===== config.mk =====
export PLATFORM = sky130hd
export DESIGN_NAME = fat_cluster_chain_allocator
export DESIGN_NICKNAME = d
export VERILOG_FILES = /design/src/fcca_pkg.sv /design/src/fcca_front.sv /design/src/fcca_back.sv /design/src/fat_cluster_chain_allocator.sv
export SDC_FILE = /design/constraint.sdc
export NUM_CORES = 1
export LEC_CHECK = 0
export ABC_AREA = 1
export BUFFER_PORTS_ARGS = -buffer_cell sky130_fd_sc_hd__buf_2
export CORE_UTILIZATION = 45
export DETAILED_ROUTE_END_ITERATION = 8
export GPL_TIMING_DRIVEN = 0
export HOLD_SLACK_MARGIN = 0.06
export PLACE_DENSITY = 0.63
export SYNTH_ARGS = -nofsm -noshare
export SYNTH_HDL_FRONTEND = slang
export SYNTH_SLANG_ARGS = --single-unit

===== constraint.sdc =====
create_clock -name clk -period 3.7 [get_ports clk]
set_clock_uncertainty 0.1 [all_clocks]
set_input_delay 0.555 -clock clk [delete_from_list [all_inputs] [get_ports clk]]
set_output_delay 0.555 -clock clk [all_outputs]
set_load 0.005 [all_outputs]

===== src/fcca_pkg.sv =====
// ----------------------------------------------------------------------------
// FAT cluster chain allocator package
// Shared widths, codes and the command word passed from front to back.
// ----------------------------------------------------------------------------
package fcca_pkg;

	localparam int NUM_CLUSTERS = 32;

	localparam int OP_W   = 2;
	localparam int LEN_W  = 6;
	localparam int IDX_W  = 5;
	localparam int LINK_W = 6;
	localparam int CNT_W  = 6;
	localparam int ST_W   = 2;

	localparam logic [OP_W-1:0] OP_ALLOC = 2'd0;
	localparam logic [OP_W-1:0] OP_FREE  = 2'd1;
	localparam logic [OP_W-1:0] OP_READ  = 2'd2;

	localparam logic signed [LINK_W-1:0] LINK_END   = -6'sd1;
	localparam logic signed [LINK_W-1:0] LINK_NEVER = -6'sd2;

	typedef enum logic [ST_W-1:0] {
		ST_OK       = 2'd0,
		ST_NO_SPACE = 2'd1,
		ST_ZERO_LEN = 2'd2,
		ST_NOT_USED = 2'd3
	} status_t;

	typedef enum logic [2:0] {
		K_ALLOC,
		K_ZERO_LEN,
		K_FREE,
		K_FREE_OOR,
		K_READ,
		K_READ_OOR,
		K_NOP
	} cmd_kind_t;

	typedef struct packed {
		cmd_kind_t         kind;
		logic [LEN_W-1:0]  length;
		logic [IDX_W-1:0]  idx;
	} cmd_t;

endpackage


===== src/fcca_front.sv =====
// ----------------------------------------------------------------------------
// FAT cluster chain allocator front end
// Accepts request words, decodes them and holds them in a two-entry queue.
// ----------------------------------------------------------------------------
module fcca_front (
	input  logic                       clk,
	input  logic                       arst_n,
	input  logic                       in_valid,
	output logic                       in_ready,
	input  logic [fcca_pkg::OP_W-1:0]  op,
	input  logic [fcca_pkg::LEN_W-1:0] length,
	input  logic [fcca_pkg::IDX_W-1:0] start_cluster,
	output logic                       cmd_valid,
	input  logic                       cmd_ready,
	output fcca_pkg::cmd_t             cmd
);
	import fcca_pkg::*;

	cmd_t       queue_q [2];
	logic       wr_ptr_q;
	logic       rd_ptr_q;
	logic [1:0] count_q;
	cmd_t       dec;
	logic       push;
	logic       pop;
	logic       oor;

	always_comb begin
		oor        = 32'(start_cluster) >= NUM_CLUSTERS;
		dec.length = length;
		dec.idx    = start_cluster;
		unique case (op)
			OP_ALLOC: dec.kind = (length == '0) ? K_ZERO_LEN : K_ALLOC;
			OP_FREE:  dec.kind = oor ? K_FREE_OOR : K_FREE;
			OP_READ:  dec.kind = oor ? K_READ_OOR : K_READ;
			default:  dec.kind = K_NOP;
		endcase
	end

	assign in_ready  = count_q != 2'd2;
	assign cmd_valid = count_q != 2'd0;
	assign cmd       = queue_q[rd_ptr_q];
	assign push      = in_valid && in_ready;
	assign pop       = cmd_valid && cmd_ready;

	always_ff @(posedge clk) begin
		if (push) begin
			queue_q[wr_ptr_q] <= dec;
		end
	end

	always_ff @(posedge clk or negedge arst_n) begin
		if (!arst_n) begin
			wr_ptr_q <= 1'b0;
			rd_ptr_q <= 1'b0;
			count_q  <= 2'd0;
		end else begin
			if (push) begin
				wr_ptr_q <= ~wr_ptr_q;
			end
			if (pop) begin
				rd_ptr_q <= ~rd_ptr_q;
			end
			count_q <= count_q + 2'(push) - 2'(pop);
		end
	end

endmodule


===== src/fcca_back.sv =====
// ----------------------------------------------------------------------------
// FAT cluster chain allocator back end
// Sequencer over the link table and in-use bitmap, with the result register.
// ----------------------------------------------------------------------------
module fcca_back (
	input  logic                               clk,
	input  logic                               arst_n,
	input  logic                               cmd_valid,
	output logic                               cmd_ready,
	input  fcca_pkg::cmd_t                     cmd,
	output logic                               out_valid,
	input  logic                               out_ready,
	output logic [fcca_pkg::ST_W-1:0]          status,
	output logic [fcca_pkg::IDX_W-1:0]         first_cluster,
	output logic signed [fcca_pkg::LINK_W-1:0] link,
	output logic                               in_use,
	output logic [fcca_pkg::CNT_W-1:0]         clusters_freed
);
	import fcca_pkg::*;

	typedef enum logic [2:0] {
		S_IDLE,
		S_ALLOC_SCAN,
		S_ALLOC_END,
		S_FREE_STEP,
		S_FREE_NEXT,
		S_READ_WAIT,
		S_REPLY
	} state_t;

	state_t                    state_q;
	logic [NUM_CLUSTERS-1:0]   used_q;
	logic [NUM_CLUSTERS-1:0]   link_ok_q;
	logic [LINK_W-1:0]         link_mem_q [NUM_CLUSTERS];
	logic [LINK_W-1:0]         link_rd_q;
	logic                      link_rd_ok_q;
	logic [CNT_W-1:0]          free_cnt_q;
	logic [IDX_W-1:0]          cur_q;
	logic [IDX_W-1:0]          prev_q;
	logic                      prev_ok_q;
	logic [LEN_W-1:0]          left_q;
	logic [IDX_W-1:0]          first_q;
	logic [CNT_W-1:0]          count_q;
	status_t                   res_status_q;
	logic [IDX_W-1:0]          res_first_q;
	logic signed [LINK_W-1:0]  res_link_q;
	logic                      res_in_use_q;
	logic [CNT_W-1:0]          res_freed_q;
	logic                      out_valid_q;

	logic [IDX_W-1:0]          rd_addr;
	logic                      mem_we;
	logic [IDX_W-1:0]          mem_waddr;
	logic [LINK_W-1:0]         mem_wdata;
	logic                      claim;
	logic signed [LINK_W-1:0]  nxt;
	logic                      walk_stop;
	state_t                    idle_next;
	status_t                   idle_status;

	assign cmd_ready = state_q == S_IDLE;
	assign rd_addr   = (state_q == S_IDLE) ? cmd.idx : cur_q;
	assign claim     = (state_q == S_ALLOC_SCAN) && !used_q[cur_q];
	assign nxt       = link_rd_ok_q ? signed'(link_rd_q) : LINK_NEVER;
	assign walk_stop = nxt[LINK_W-1] || (32'(nxt[IDX_W-1:0]) >= NUM_CLUSTERS) ||
		!used_q[nxt[IDX_W-1:0]] || (count_q == CNT_W'(NUM_CLUSTERS));

	always_comb begin
		idle_status = ST_OK;
		idle_next   = S_REPLY;
		case (cmd.kind)
			K_ALLOC: begin
				if (free_cnt_q < cmd.length) begin
					idle_status = ST_NO_SPACE;
				end else begin
					idle_next = S_ALLOC_SCAN;
				end
			end
			K_ZERO_LEN: idle_status = ST_ZERO_LEN;
			K_FREE: begin
				if (used_q[cmd.idx]) begin
					idle_next = S_FREE_STEP;
				end else begin
					idle_status = ST_NOT_USED;
				end
			end
			K_FREE_OOR: idle_status = ST_NOT_USED;
			K_READ:     idle_next   = S_READ_WAIT;
			K_READ_OOR: idle_status = ST_NOT_USED;
			default:    idle_status = ST_OK;
		endcase
	end

	always_comb begin
		mem_we    = 1'b0;
		mem_waddr = prev_q;
		mem_wdata = LINK_END;
		if (claim && prev_ok_q) begin
			mem_we    = 1'b1;
			mem_wdata = LINK_W'(cur_q);
		end else if (state_q == S_ALLOC_END) begin
			mem_we    = 1'b1;
		end
	end

	always_ff @(posedge clk) begin
		if (mem_we) begin
			link_mem_q[mem_waddr] <= mem_wdata;
		end
		link_rd_q <= link_mem_q[rd_addr];
	end

	always_ff @(posedge clk or negedge arst_n) begin
		if (!arst_n) begin
			state_q      <= S_IDLE;
			used_q       <= '0;
			link_ok_q    <= '0;
			link_rd_ok_q <= 1'b0;
			free_cnt_q   <= CNT_W'(NUM_CLUSTERS);
			out_valid_q  <= 1'b0;
		end else begin
			link_rd_ok_q <= link_ok_q[rd_addr];
			if (mem_we) begin
				link_ok_q[mem_waddr] <= 1'b1;
			end
			if (out_valid_q && out_ready && (state_q != S_REPLY)) begin
				out_valid_q <= 1'b0;
			end
			unique case (state_q)
				S_IDLE: begin
					if (cmd_valid) begin
						res_status_q <= idle_status;
						res_first_q  <= '0;
						res_link_q   <= (cmd.kind == K_READ_OOR) ? LINK_NEVER : '0;
						res_in_use_q <= (cmd.kind == K_READ) && used_q[cmd.idx];
						res_freed_q  <= '0;
						cur_q        <= (cmd.kind == K_FREE) ? cmd.idx : '0;
						prev_ok_q    <= 1'b0;
						left_q       <= cmd.length;
						count_q      <= '0;
						state_q      <= idle_next;
					end
				end
				S_ALLOC_SCAN: begin
					cur_q <= cur_q + 1'b1;
					if (claim) begin
						used_q[cur_q] <= 1'b1;
						free_cnt_q    <= free_cnt_q - 1'b1;
						if (!prev_ok_q) begin
							first_q <= cur_q;
						end
						prev_q    <= cur_q;
						prev_ok_q <= 1'b1;
						left_q    <= left_q - 1'b1;
						if (left_q == LEN_W'(1)) begin
							state_q <= S_ALLOC_END;
						end
					end
				end
				S_ALLOC_END: begin
					res_first_q <= first_q;
					state_q     <= S_REPLY;
				end
				S_FREE_STEP: begin
					used_q[cur_q] <= 1'b0;
					free_cnt_q    <= free_cnt_q + 1'b1;
					count_q       <= count_q + 1'b1;
					state_q       <= S_FREE_NEXT;
				end
				S_FREE_NEXT: begin
					if (walk_stop) begin
						res_freed_q <= count_q;
						state_q     <= S_REPLY;
					end else begin
						cur_q   <= nxt[IDX_W-1:0];
						state_q <= S_FREE_STEP;
					end
				end
				S_READ_WAIT: begin
					res_link_q <= nxt;
					state_q    <= S_REPLY;
				end
				S_REPLY: begin
					if (!out_valid_q || out_ready) begin
						status         <= res_status_q;
						first_cluster  <= res_first_q;
						link           <= res_link_q;
						in_use         <= res_in_use_q;
						clusters_freed <= res_freed_q;
						out_valid_q    <= 1'b1;
						state_q        <= S_IDLE;
					end
				end
				default: state_q <= S_IDLE;
			endcase
		end
	end

	assign out_valid = out_valid_q;

endmodule


===== src/fat_cluster_chain_allocator.sv =====
// ----------------------------------------------------------------------------
// FAT cluster chain allocator
// The back end works on one word at a time; the bitmap scan (one cluster per
// cycle) and the chain walk (a free step and a next-link state per link) bound it.
// Reset clears the bitmap and the link valid bits at once: every link reads
// as never used and every cluster is free.
// ----------------------------------------------------------------------------
module fat_cluster_chain_allocator (
	input  logic                               clk,
	input  logic                               arst_n,
	input  logic                               in_valid,
	output logic                               in_ready,
	input  logic [fcca_pkg::OP_W-1:0]          op,
	input  logic [fcca_pkg::LEN_W-1:0]         length,
	input  logic [fcca_pkg::IDX_W-1:0]         start_cluster,
	output logic                               out_valid,
	input  logic                               out_ready,
	output logic [fcca_pkg::ST_W-1:0]          status,
	output logic [fcca_pkg::IDX_W-1:0]         first_cluster,
	output logic signed [fcca_pkg::LINK_W-1:0] link,
	output logic                               in_use,
	output logic [fcca_pkg::CNT_W-1:0]         clusters_freed
);
	import fcca_pkg::*;

	logic cmd_valid;
	logic cmd_ready;
	cmd_t cmd;

	fcca_front u_front (
		.clk           (clk),
		.arst_n        (arst_n),
		.in_valid      (in_valid),
		.in_ready      (in_ready),
		.op            (op),
		.length        (length),
		.start_cluster (start_cluster),
		.cmd_valid     (cmd_valid),
		.cmd_ready     (cmd_ready),
		.cmd           (cmd)
	);

	fcca_back u_back (
		.clk            (clk),
		.arst_n         (arst_n),
		.cmd_valid      (cmd_valid),
		.cmd_ready      (cmd_ready),
		.cmd            (cmd),
		.out_valid      (out_valid),
		.out_ready      (out_ready),
		.status         (status),
		.first_cluster  (first_cluster),
		.link           (link),
		.in_use         (in_use),
		.clusters_freed (clusters_freed)
	);

	// A failed request carries no chain, no count and no in-use flag.
	a_fail_clean: assert property (@(posedge clk) disable iff (!arst_n)
		out_valid && (status != ST_OK) |->
			(first_cluster == '0) && (clusters_freed == '0) && !in_use)
		else $error("failed request returned payload");

	// An in-use flag is only reported by a successful read.
	a_in_use_ok: assert property (@(posedge clk) disable iff (!arst_n)
		out_valid && in_use |-> (status == ST_OK) && (clusters_freed == '0))
		else $error("in-use flag outside a read");

	// A free never releases more clusters than exist and never reports a chain.
	a_freed_bound: assert property (@(posedge clk) disable iff (!arst_n)
		out_valid && (clusters_freed != '0) |->
			(clusters_freed <= CNT_W'(NUM_CLUSTERS)) && (first_cluster == '0) &&
			(link == '0))
		else $error("bad free result");

endmodule


==> results of run 1 <==
[repair_timing]
action / CTS / global route
resized for setup: 4 / 7
hold endpoints to repair: 19 / 0
cloned: 0 / 1
setup endpoints to repair: 110 / 251
hold buffers: 1 / 0
[through the flow]
step | utilization (%) | setup slack, ns | cells
3_5_place_dp | 47.94 | -0.1737 | 2037
5_1_grt | 51.64 | -0.2159 | 2114
6_report | 51.64 | -0.006649 | 2114
3_3_place_gp | 47.79 | -1.704 | 2034
2_1_floorplan | - | 0.9725 | 1528
4_1_cts | 51.54 | -0.07451 | 2112
[registers in the layout, indices dropped and copies added (netlist names), 6 cells and up, named ones only]
signal                 flops
u_back.res_link_q          6
u_back.free_cnt_q          6
u_back.left_q              6
u_back.clusters_freed      6
u_back.res_freed_q         6
u_back.count_q             6
u_front.queue_q           28
u_back.link_rd_q           6
u_back.link_ok_q          32
u_back.link_mem_q        192
u_back.link                6
[how the worst max path moves through the flow]
| stage | startpoint | endpoint | slack (ns) | cells after the start |
|---|---|---|---|---|
| floorplan | u_back.state_q[0] | u_back.free_cnt_q[5] | 0.97 | 15 |
| global placement | arst_n | u_back.first_cluster[2] | -1.70 | 3 |
| detailed placement | u_back.cur_q[0] | u_back.link_mem_q[2][3] | -0.17 | 13 |
| CTS | u_back.cur_q[0] | u_back.link_mem_q[26][0] | -0.07 | 13 |
| global route | u_back.cur_q[4] | u_back.link_mem_q[26][0] | -0.22 | 9 |
| finish | u_back.cur_q[2] | u_back.link_mem_q[26][0] | -0.007 | 10 |
[worst reg2reg max path, cell delays in order (launching register included)]
cell	delay, ns
sky130_fd_sc_hd__edfxtp_1	0.36
sky130_fd_sc_hd__buf_2	0.22
sky130_fd_sc_hd__inv_1	0.14
sky130_fd_sc_hd__nor3_1	0.61
sky130_fd_sc_hd__nand2_1	0.14
sky130_fd_sc_hd__nand2_1	0.11
sky130_fd_sc_hd__nor2_1	0.05
sky130_fd_sc_hd__and2_4	0.20
sky130_fd_sc_hd__nand3_4	0.22
sky130_fd_sc_hd__inv_1	0.20
sky130_fd_sc_hd__nand2_1	0.94
[power groups by stage]
stage	Clock (mW)	Combinational (mW)	Sequential, mW
detailed placement	0	6.77	5.80
global route	4.19	7.56	5.80
finish	3.95	6.97	5.73
floorplan	0	4.51	5.68
global placement	0	6.65	5.78
CTS	4.03	6.81	5.72
[layout make-up]
type	instances	share of cell area, %
Buffer	72	2.257
Multi-Input combinational cell	952	26.92
Clock buffer	51	5.791
Sequential cell	373	56.84
Timing Repair Buffer	43	1.396
Clock inverter	23	1.079
Inverter	132	2.621
Tap cell	468	3.097
[metal layers]
| metal | GRT usage [%] | vias to the layer above | wire, um |
|---|---|---|---|
| met5 | 0 | - | 0 |
| met4 | 7.378 | 0 | 1081 |
| met3 | 4.911 | 71 | 3729 |
| met2 | 37.81 | 514 | 21010 |
| met1 | 33.22 | 5951 | 19410 |
| li1 | - | 5569 | - |
[cells in the mapped netlist]
cell and number:
sky130_fd_sc_hd__or2_2 3, sky130_fd_sc_hd__clkbuf_1 22, sky130_fd_sc_hd__dfxtp_1 6, sky130_fd_sc_hd__nand4_1 12
sky130_fd_sc_hd__nor2_4 3, sky130_fd_sc_hd__buf_6 11, sky130_fd_sc_hd__mux2i_1 9, sky130_fd_sc_hd__inv_1 123
sky130_fd_sc_hd__o21bai_2 1, sky130_fd_sc_hd__fa_1 1, sky130_fd_sc_hd__buf_1 3, sky130_fd_sc_hd__nor2_1 176
sky130_fd_sc_hd__xnor2_1 7, sky130_fd_sc_hd__o21ai_4 1, sky130_fd_sc_hd__nand3_1 108, sky130_fd_sc_hd__xor2_1 6
sky130_fd_sc_hd__dfstp_2 1, sky130_fd_sc_hd__dfrtp_1 78, sky130_fd_sc_hd__edfxtp_1 288, sky130_fd_sc_hd__o21a_1 1
sky130_fd_sc_hd__o21bai_1 41, sky130_fd_sc_hd__nand3_2 1, sky130_fd_sc_hd__nand2_4 2, sky130_fd_sc_hd__o21ai_2 6
sky130_fd_sc_hd__nand2_1 204, sky130_fd_sc_hd__nor2_8 1, sky130_fd_sc_hd__nand3b_1 1, sky130_fd_sc_hd__ha_1 19
sky130_fd_sc_hd__o221ai_1 24, sky130_fd_sc_hd__nor3_1 16, sky130_fd_sc_hd__buf_4 11, sky130_fd_sc_hd__o211ai_1 56
sky130_fd_sc_hd__nand3_4 4, sky130_fd_sc_hd__o21ai_1 23, sky130_fd_sc_hd__o31ai_1 1, sky130_fd_sc_hd__nand2_2 6
sky130_fd_sc_hd__clkbuf_2 2, sky130_fd_sc_hd__nor4_1 1, sky130_fd_sc_hd__inv_2 9, sky130_fd_sc_hd__o21ai_0 180
sky130_fd_sc_hd__a21oi_1 35, sky130_fd_sc_hd__and2_4 1, sky130_fd_sc_hd__buf_2 23, sky130_fd_sc_hd__a211oi_1 1
[cell families (layout without fill, tap and decap cells)]
family	after synthesis	count (layout)	share of synthesized area [%]
compound gates	370	370	13.35
flops	373	373	64.28
buf+inv	204	321	5.508
mux	9	9	0.5389
fa+ha+maj	20	20	1.542
simple gates	539	540	14.10
xor+xnor	13	13	0.6810
==> results.md, run 1 <==
- The largest single stage delay on the critical path is 0.94 ns.
- The proportion of synthesized chip area in sequential cells is 64.28%.
- The cell area after layout is 18910 um2.
- Setup violations remaining at the end of the flow were counted as 14.
- The buffers inserted during post-CTS setup optimization is 0.
- The number of top-level pins is 39.
- The cell count after synthesis is ~1500.
- The checks that failed: setup timing.
- The worst relative slew slack is about 16%.
- The area taken by multi-input logic gates is around 5100 um2.
- The hold path startpoint is start_cluster[2].
- Detailed placement ended at an HPWL of between 30000 and 40000 um.
- The via density per instance is roughly 5.7.
- The initial cell density of the core is around 46%.
- The synthesized netlist net count is about 1600.
- The final weighted congestion of routability-driven global placement is about 0.95.
- Along the worst path, the maximum fanout reaches 32.
- The overall die width is 194.8 um.
- The total number of H-tree levels is 2.
- Walking the worst path, the cells encountered are buf_2 -> inv_1 -> nor3_1 -> nand2_1 -> nand2_1 -> nor2_1 -> and2_4 -> nand3_4 -> inv_1 -> nand2_1.
- The endpoint identified for the worst register-to-register timing path is u_back.link_mem_q[26][0].
- The kind of critical path is flop to flop.
- At the worst endpoint, the required time is approximately 3.8 ns.
- At the end of the flow, the number of nets in the layout was about 1700.
- Clock latency on the worst-skew pair, taken at its later pin, is 0.56 ns.
- In this run the register-to-register setup slack is -0.007 ns.
- Fill cells in the final layout number 3278.
- The antenna diode count is 0.
- In this run the clock root is driven by a sky130_fd_sc_hd__clkbuf_16.
- The worst path uses 100.2% of the clock period.
- Yosys printed 0 warnings.
- Sequential cells burn 34.4% of the power.
- In this run the deepest clock path goes through 3 buffers.
- Across the VDD grid, the largest voltage drop is 461.9 uV.
- The share of total power dissipated in the clock network is 23.7%.
- By area the synthesized netlist is led by sky130_fd_sc_hd__edfxtp_1 (52%), sky130_fd_sc_hd__dfrtp_1 (12%), sky130_fd_sc_hd__o21ai_0 (5.4%).
- The number of global-route vias before repair is 11720.
- In this run the power spent charging and discharging nets is 6.861 mW.
- The die covers 37930 um2.
- The synthesized design spends more area on one cell type than any other, namely sky130_fd_sc_hd__edfxtp_1.
- The number of cells on the worst reg-to-reg path is 10.
- The tool flagged a number of max-cap violations equal to 0.
- In the final timing run, aggregate negative setup slack is -0.05782 ns.
- The standard cell area after detailed placement is 17550 um2.
- The area occupied by registers is roughly 11000 um2.
- The TritonCTS clock tree is built.
- Net switching is 41.19% of the power.
- The share of post-route cells with drive strength above 1 is approximately an eighth.
- The first-pass GRT wire length is ~68000 um.
- Summing over every cut layer, the via total after detailed routing is 12110.
- The most common library cell in the layout ignoring fill and taps is sky130_fd_sc_hd__edfxtp_1.
- The number of pins exceeding their max-slew limit in the final report is 0.
- The area fraction of the dominant cell type after synthesis is 51.73%.
- After synthesis the netlist holds a flip-flop and latch count of 373.
- The post-layout minimum cycle time is 3.707 ns.
- In this run the mean area of a mapped cell was about 11 um2.
- The core region is 36610 um2.
- Along the worst hold path, the cell count comes to 1.
- Final hold analysis gives a worst-case slack of just under 0.1 ns.
- The number of antenna violations at the first check in global routing came to 0.
- In the layout the commonest cells are sky130_fd_sc_hd__edfxtp_1 (288), sky130_fd_sc_hd__nand2_1 (201), sky130_fd_sc_hd__o21ai_0 (180).
- The kind of path behind the tightest hold check is input pin to flop.
- The kind of end point of the critical path is a flop.
- The global routing usage summed across all routing layers is 23.91%.
- The first detailed-routing pass ran for 6 iterations.
- The number of antenna-violating nets in the routed design is 0.
- The remaining global-route overflow is 0.
- The cell internal power dissipation is 9.796 mW.
- For this block, the initial DRC count from the detailed router was ~1500.
- In the final routed layout, each cell accounts on average for between 20 and 25 um.
- The area growth from synthesis to layout is 13.08%.
- Input and output buffers added on the ports amount to 38.
- In this run the cell area of the synthesized design comes to 16720 um2.
- Power spread over the standard cell area amounts to between 800 and 900 nW/um2.
- The flow ran to the end, but the final reports show violations.
- The slew of the pin with the lowest slew margin is 1.256 ns.
- The die height is 194.8 um.
- The sum of buffers and inverters on the critical path is 3.
- The category of the worst setup path launch point is a flop.
- Synthesis instantiated 44 different standard cells from the library.
- In this run, CTS created clock tree buffers numbering 41.
- In this run the static leakage power is 7.474 nW.
- Static timing analysis puts the maximum clock frequency at ~270 MHz.
- Setup repair after global routing could not meet its margin everywhere.
- After layout, the worst setup slack is -0.006649 ns.
- Combinational logic burns 41.9% of the power.
- The final count of hold timing violations is 0.
- The total power draw is roughly 17 mW.
- The maximum number of pins on one net before global-route repair is 63.
- The critical path's most frequent cell is sky130_fd_sc_hd__nand2_1.
- The cell family contributing the most delay on the critical path is simple AND/OR/NAND/NOR gates.
- The final routed wirelength across all metal layers is 45230 um.
- The tree built by TritonCTS fans out to about 370 sinks.
- The startpoint identified for the worst register-to-register timing path is u_back.cur_q[2].
- After clock tree synthesis, the clock-pin slew on the worst setup and hold paths is 0.06 ns.
- After detailed routing, the number of remaining DRC violations is 0.
- The terminating pin of the worst hold path is u_front.queue_q[0][2].
- The initialized floorplan defines 70 standard-cell rows.
- For this design, the slowest cell found on the critical path is sky130_fd_sc_hd__nand2_1.
- The data arrival time at the worst-slack endpoint is 3.78 ns.
Note: power is estimated with default switching activity, not from simulation.
==> run 2, diff against run 1 <==
- CORE_UTILIZATION: 45 -> 55
- PLACE_DENSITY: 0.63 -> 0.73
==> results.md, run 2 (synthesis results as in run 1) <==
- The flow ran to the end, but the final reports show violations.
- The checks that failed: setup timing.
- The final worst-path cycle share is 104.1% (+4.0 points).
- The die height is 176.4 um (-9.4%).
- The global routing usage summed across all routing layers was 28.30% (+4.4 points).
- The area taken by multi-input logic gates is 5134 um2 (+0.89%).
- The routed wire length per instance is 21.57 um (+0.84%).
- The maximum number of pins on one net before global-route repair was 46 (-27%).
- The final hold slack was 0.1181 ns (+0.02153 ns).
- The slowest stage of the critical path belongs to the cell sky130_fd_sc_hd__nand2_1.
- The clock buffer count from CTS is 39 (-4.9%).
- The largest registers in the layout are u_back.link_mem_q (192), u_back.link_ok_q (32), u_front.queue_q (28).
- The final count of hold timing violations was 0 (unchanged).
- The final routed wirelength across all metal layers is 43820 um (-3.1%).
- The remaining global-route overflow is 0 (unchanged).
- STA classifies the critical path endpoint as a flop.
- The initial cell density of the core is 56.11% (+10 points).
- The number of DRC violations after detailed-routing iteration 0 was 1641 (+13%).
- The routed via count came to 12310 (+1.7%).
- The most common library cell in the layout ignoring fill and taps is sky130_fd_sc_hd__edfxtp_1.
- The number of pins exceeding their max-slew limit in the final report is 0 (unchanged).
- STA classifies the critical path startpoint as a flop.
- The worst register-to-register path ends at u_back.link_mem_q[3][3].
- The flip-flop count of the largest register after layout is 192 (unchanged).
- The data required time at the worst endpoint came to 3.75 ns (-0.02 ns).
- The number of antenna violations at the first check in global routing came to 0 (unchanged).
- The number of cells on the worst reg-to-reg path came to 9 (-1).
- The area of the core is 29800 um2 (-19%).
- The critical path is of the flop to flop type.
- The library cells used most frequently in the layout, excluding fill and tap cells, are sky130_fd_sc_hd__edfxtp_1 (288), sky130_fd_sc_hd__nand2_1 (202), sky130_fd_sc_hd__o21ai_0 (180).
- The critical path's most frequent cell is sky130_fd_sc_hd__nand2_1.
- The critical-path maximum fanout is 32 (unchanged).
- The final setup violation count came to 96 (+82).
- The fmax is 259.5 MHz (-3.8%).
- The TritonCTS sink count was 373 (unchanged).
- The total number of H-tree levels was 2 (unchanged).
- The least setup slack across all paths after layout was -0.1533 ns (-0.1467 ns).
- The half-perimeter wire length after placement was 29010 um (-4.2%).
- The via density per instance is 6.060 (+5.8%).
- The register with the most flip-flops is u_back.link_mem_q.
- Setup repair after global routing could not meet its margin everywhere.
- The buffers inserted during post-CTS setup optimization was 0 (unchanged).
- The number of global-route vias before repair was 11640 (-0.74%).
- The largest vdd supply drop was 496.4 uV (+7.5%).
- The final routed DRC violation total was 0 (unchanged).
- The critical path goes through buf_2 -> nor3_1 -> nand2_1 -> nand2_1 -> nor2_1 -> and2_4 -> nand3_4 -> inv_1 -> nand2_1.
- TritonCTS built the clock tree.
- The slack of the worst reg-to-reg path is -0.15 ns (-0.15 ns).
- The number of nets in the layout came to 1648 (-0.24%).
- The slew of the pin with the lowest slew margin was 1.307 ns (+0.05065 ns).
- The worst relative slew slack is 12.66% (-3.4 points).
- The total number of placement rows came to 63 (-10%).
- The length of the first detailed-routing pass in iterations is 6 (unchanged).
- The data arrival time at the worst-slack endpoint was 3.90 ns (+0.12 ns).
- The delay contributed by the slowest stage of the critical path is 0.99 ns (+0.05 ns).
- The launching point of the worst reg2reg path is u_back.cur_q[2].
- The register clock-pin slew on the reported worst setup and hold paths is 0.06 ns (about the same).
- The total power draw is 16.53 mW (-0.74%).
- The ratio of total power to cell area came to 880.2 nW/um2 (about the same).
- In this run the worst hold path is classified as input pin to flop.
- The area occupied by registers is 10750 um2 (unchanged).
- The share of post-route cells with drive strength above 1 is 12.92% (+1.0 points).
- The count of input and output buffers was 38 (unchanged).
- The number of top-level pins is 39 (unchanged).
- The antenna diode count is 0 (unchanged).
- The number of antenna-violating nets in the routed design is 0 (unchanged).
- The final weighted congestion of routability-driven global placement is 0.9646 (+1.1%).
- The number of fillers in the final layout is 2371 (-28%).
- The maximum count of clock buffers along a single path is 3 (unchanged).
- The overall die width is 176.4 um (-9.4%).
- The static leakage power is 7.435 nW (-0.52%).
- The total of max-cap violations came to 0 (unchanged).
- The post-layout minimum cycle time is 3.853 ns (+0.1467 ns).
- The first-pass GRT wire length is 66070 um (-3.4%).
- The number of cells on the worst hold path is 1 (unchanged).
- The terminating pin of the worst hold path is u_front.queue_q[0][2].
- The area growth from synthesis to layout is 12.34%.
- The area of the die was 31100 um2 (-18%).
- The launching element of the worst setup path is u_back.cur_q[2].
- The hold path startpoint is start_cluster[2].
- The clock latency of the later-clocked register in the worst-skew pair is 0.54 ns (-0.02 ns).
- The root buffer cell chosen for the clock tree is sky130_fd_sc_hd__clkbuf_16.
-- run 2: changes by cell type in the layout (fill, tap and decap cells not counted), sizes merged --
| cell | before | now |
|---|---|---|
| clkinvlp | 2 | 1 |
| clkinv | 18 | 12 |
| inv | 132 | 134 |
| buf | 90 | 88 |
| clkbuf | 75 | 77 |
-- run 2: layout make-up --
class | count | area share [%]
sequential | 373 | 57.22
multi-input combinational | 952 | 27.33
clock buffer | 53 | 5.643
inverter | 132 | 2.638
tap | 390 | 2.598
buffer | 72 | 2.272
timing repair buffer | 41 | 1.286
clock inverter | 18 | 1.013
-- run 2: worst max-delay path by stage --
| stage | end | depth (start not counted) |
|---|---|---|
| after CTS | u_back.link_mem_q[8][0] | 13 |
| after global placement | u_back.first_cluster[3] | 3 |
| after detailed placement | u_back.link_mem_q[17][1] | 13 |
| after floorplan | u_back.free_cnt_q[5] | 15 |
| final | u_back.link_mem_q[3][3] | 9 |
| after global routing | u_back.link_mem_q[12][2] | 13 |
-- run 2: report_power, final --
part | leakage (nW) | switching [mW] | internal, mW
combinational | 2.75 | 4.84 | 2.13
sequential | 4.08 | 0.376 | 5.35
clock | 0.609 | 1.60 | 2.24
-- run 2: what timing repair did --
| item | in CTS | in global routing |
|---|---|---|
| setup endpoints to repair | 166 | 320 |
| hold buffers | 1 | 0 |
| hold endpoints to repair | 36 | 0 |
| gates resized for setup | 3 | 27 |
| gates cloned | 0 | 1 |
-- run 2: metal layers --
layer  wire length (um)  vias to the layer above  track usage (%)  share of wire [%]
li1                   -                     5575                -                  -
met1              18060                     5933            39.86                 41
met2              20200                      682            44.96                 46
met3               4201                      117            4.780                9.6
met4               1353                        0            9.195                3.1
met5                  0                        -                0                  0
-- run 2: worst max-delay path: cells and delay by family (launching register included) --
| family | cells | cell delay (ns) |
|---|---|---|
| buf+inv | 2 | 0.40 |
| simple gates | 7 | 2.53 |
| flops | 1 | 0.42 |
-- run 2: per-stage QoR --
step                utilization (%)  TNS, ns  cell area (um2)  setup slack [ns]  cells
floorplan                         -        0            16720            0.9725   1528
global placement              58.39   -38.33            17400            -1.456   1956
detailed placement            58.54   -14.50            17440           -0.2366   1958
CTS                           62.80   -8.805            18710           -0.1151   2030
global route                  63.03   -27.00            18780           -0.2949   2031
finish                        63.03   -12.80            18780           -0.1533   2031
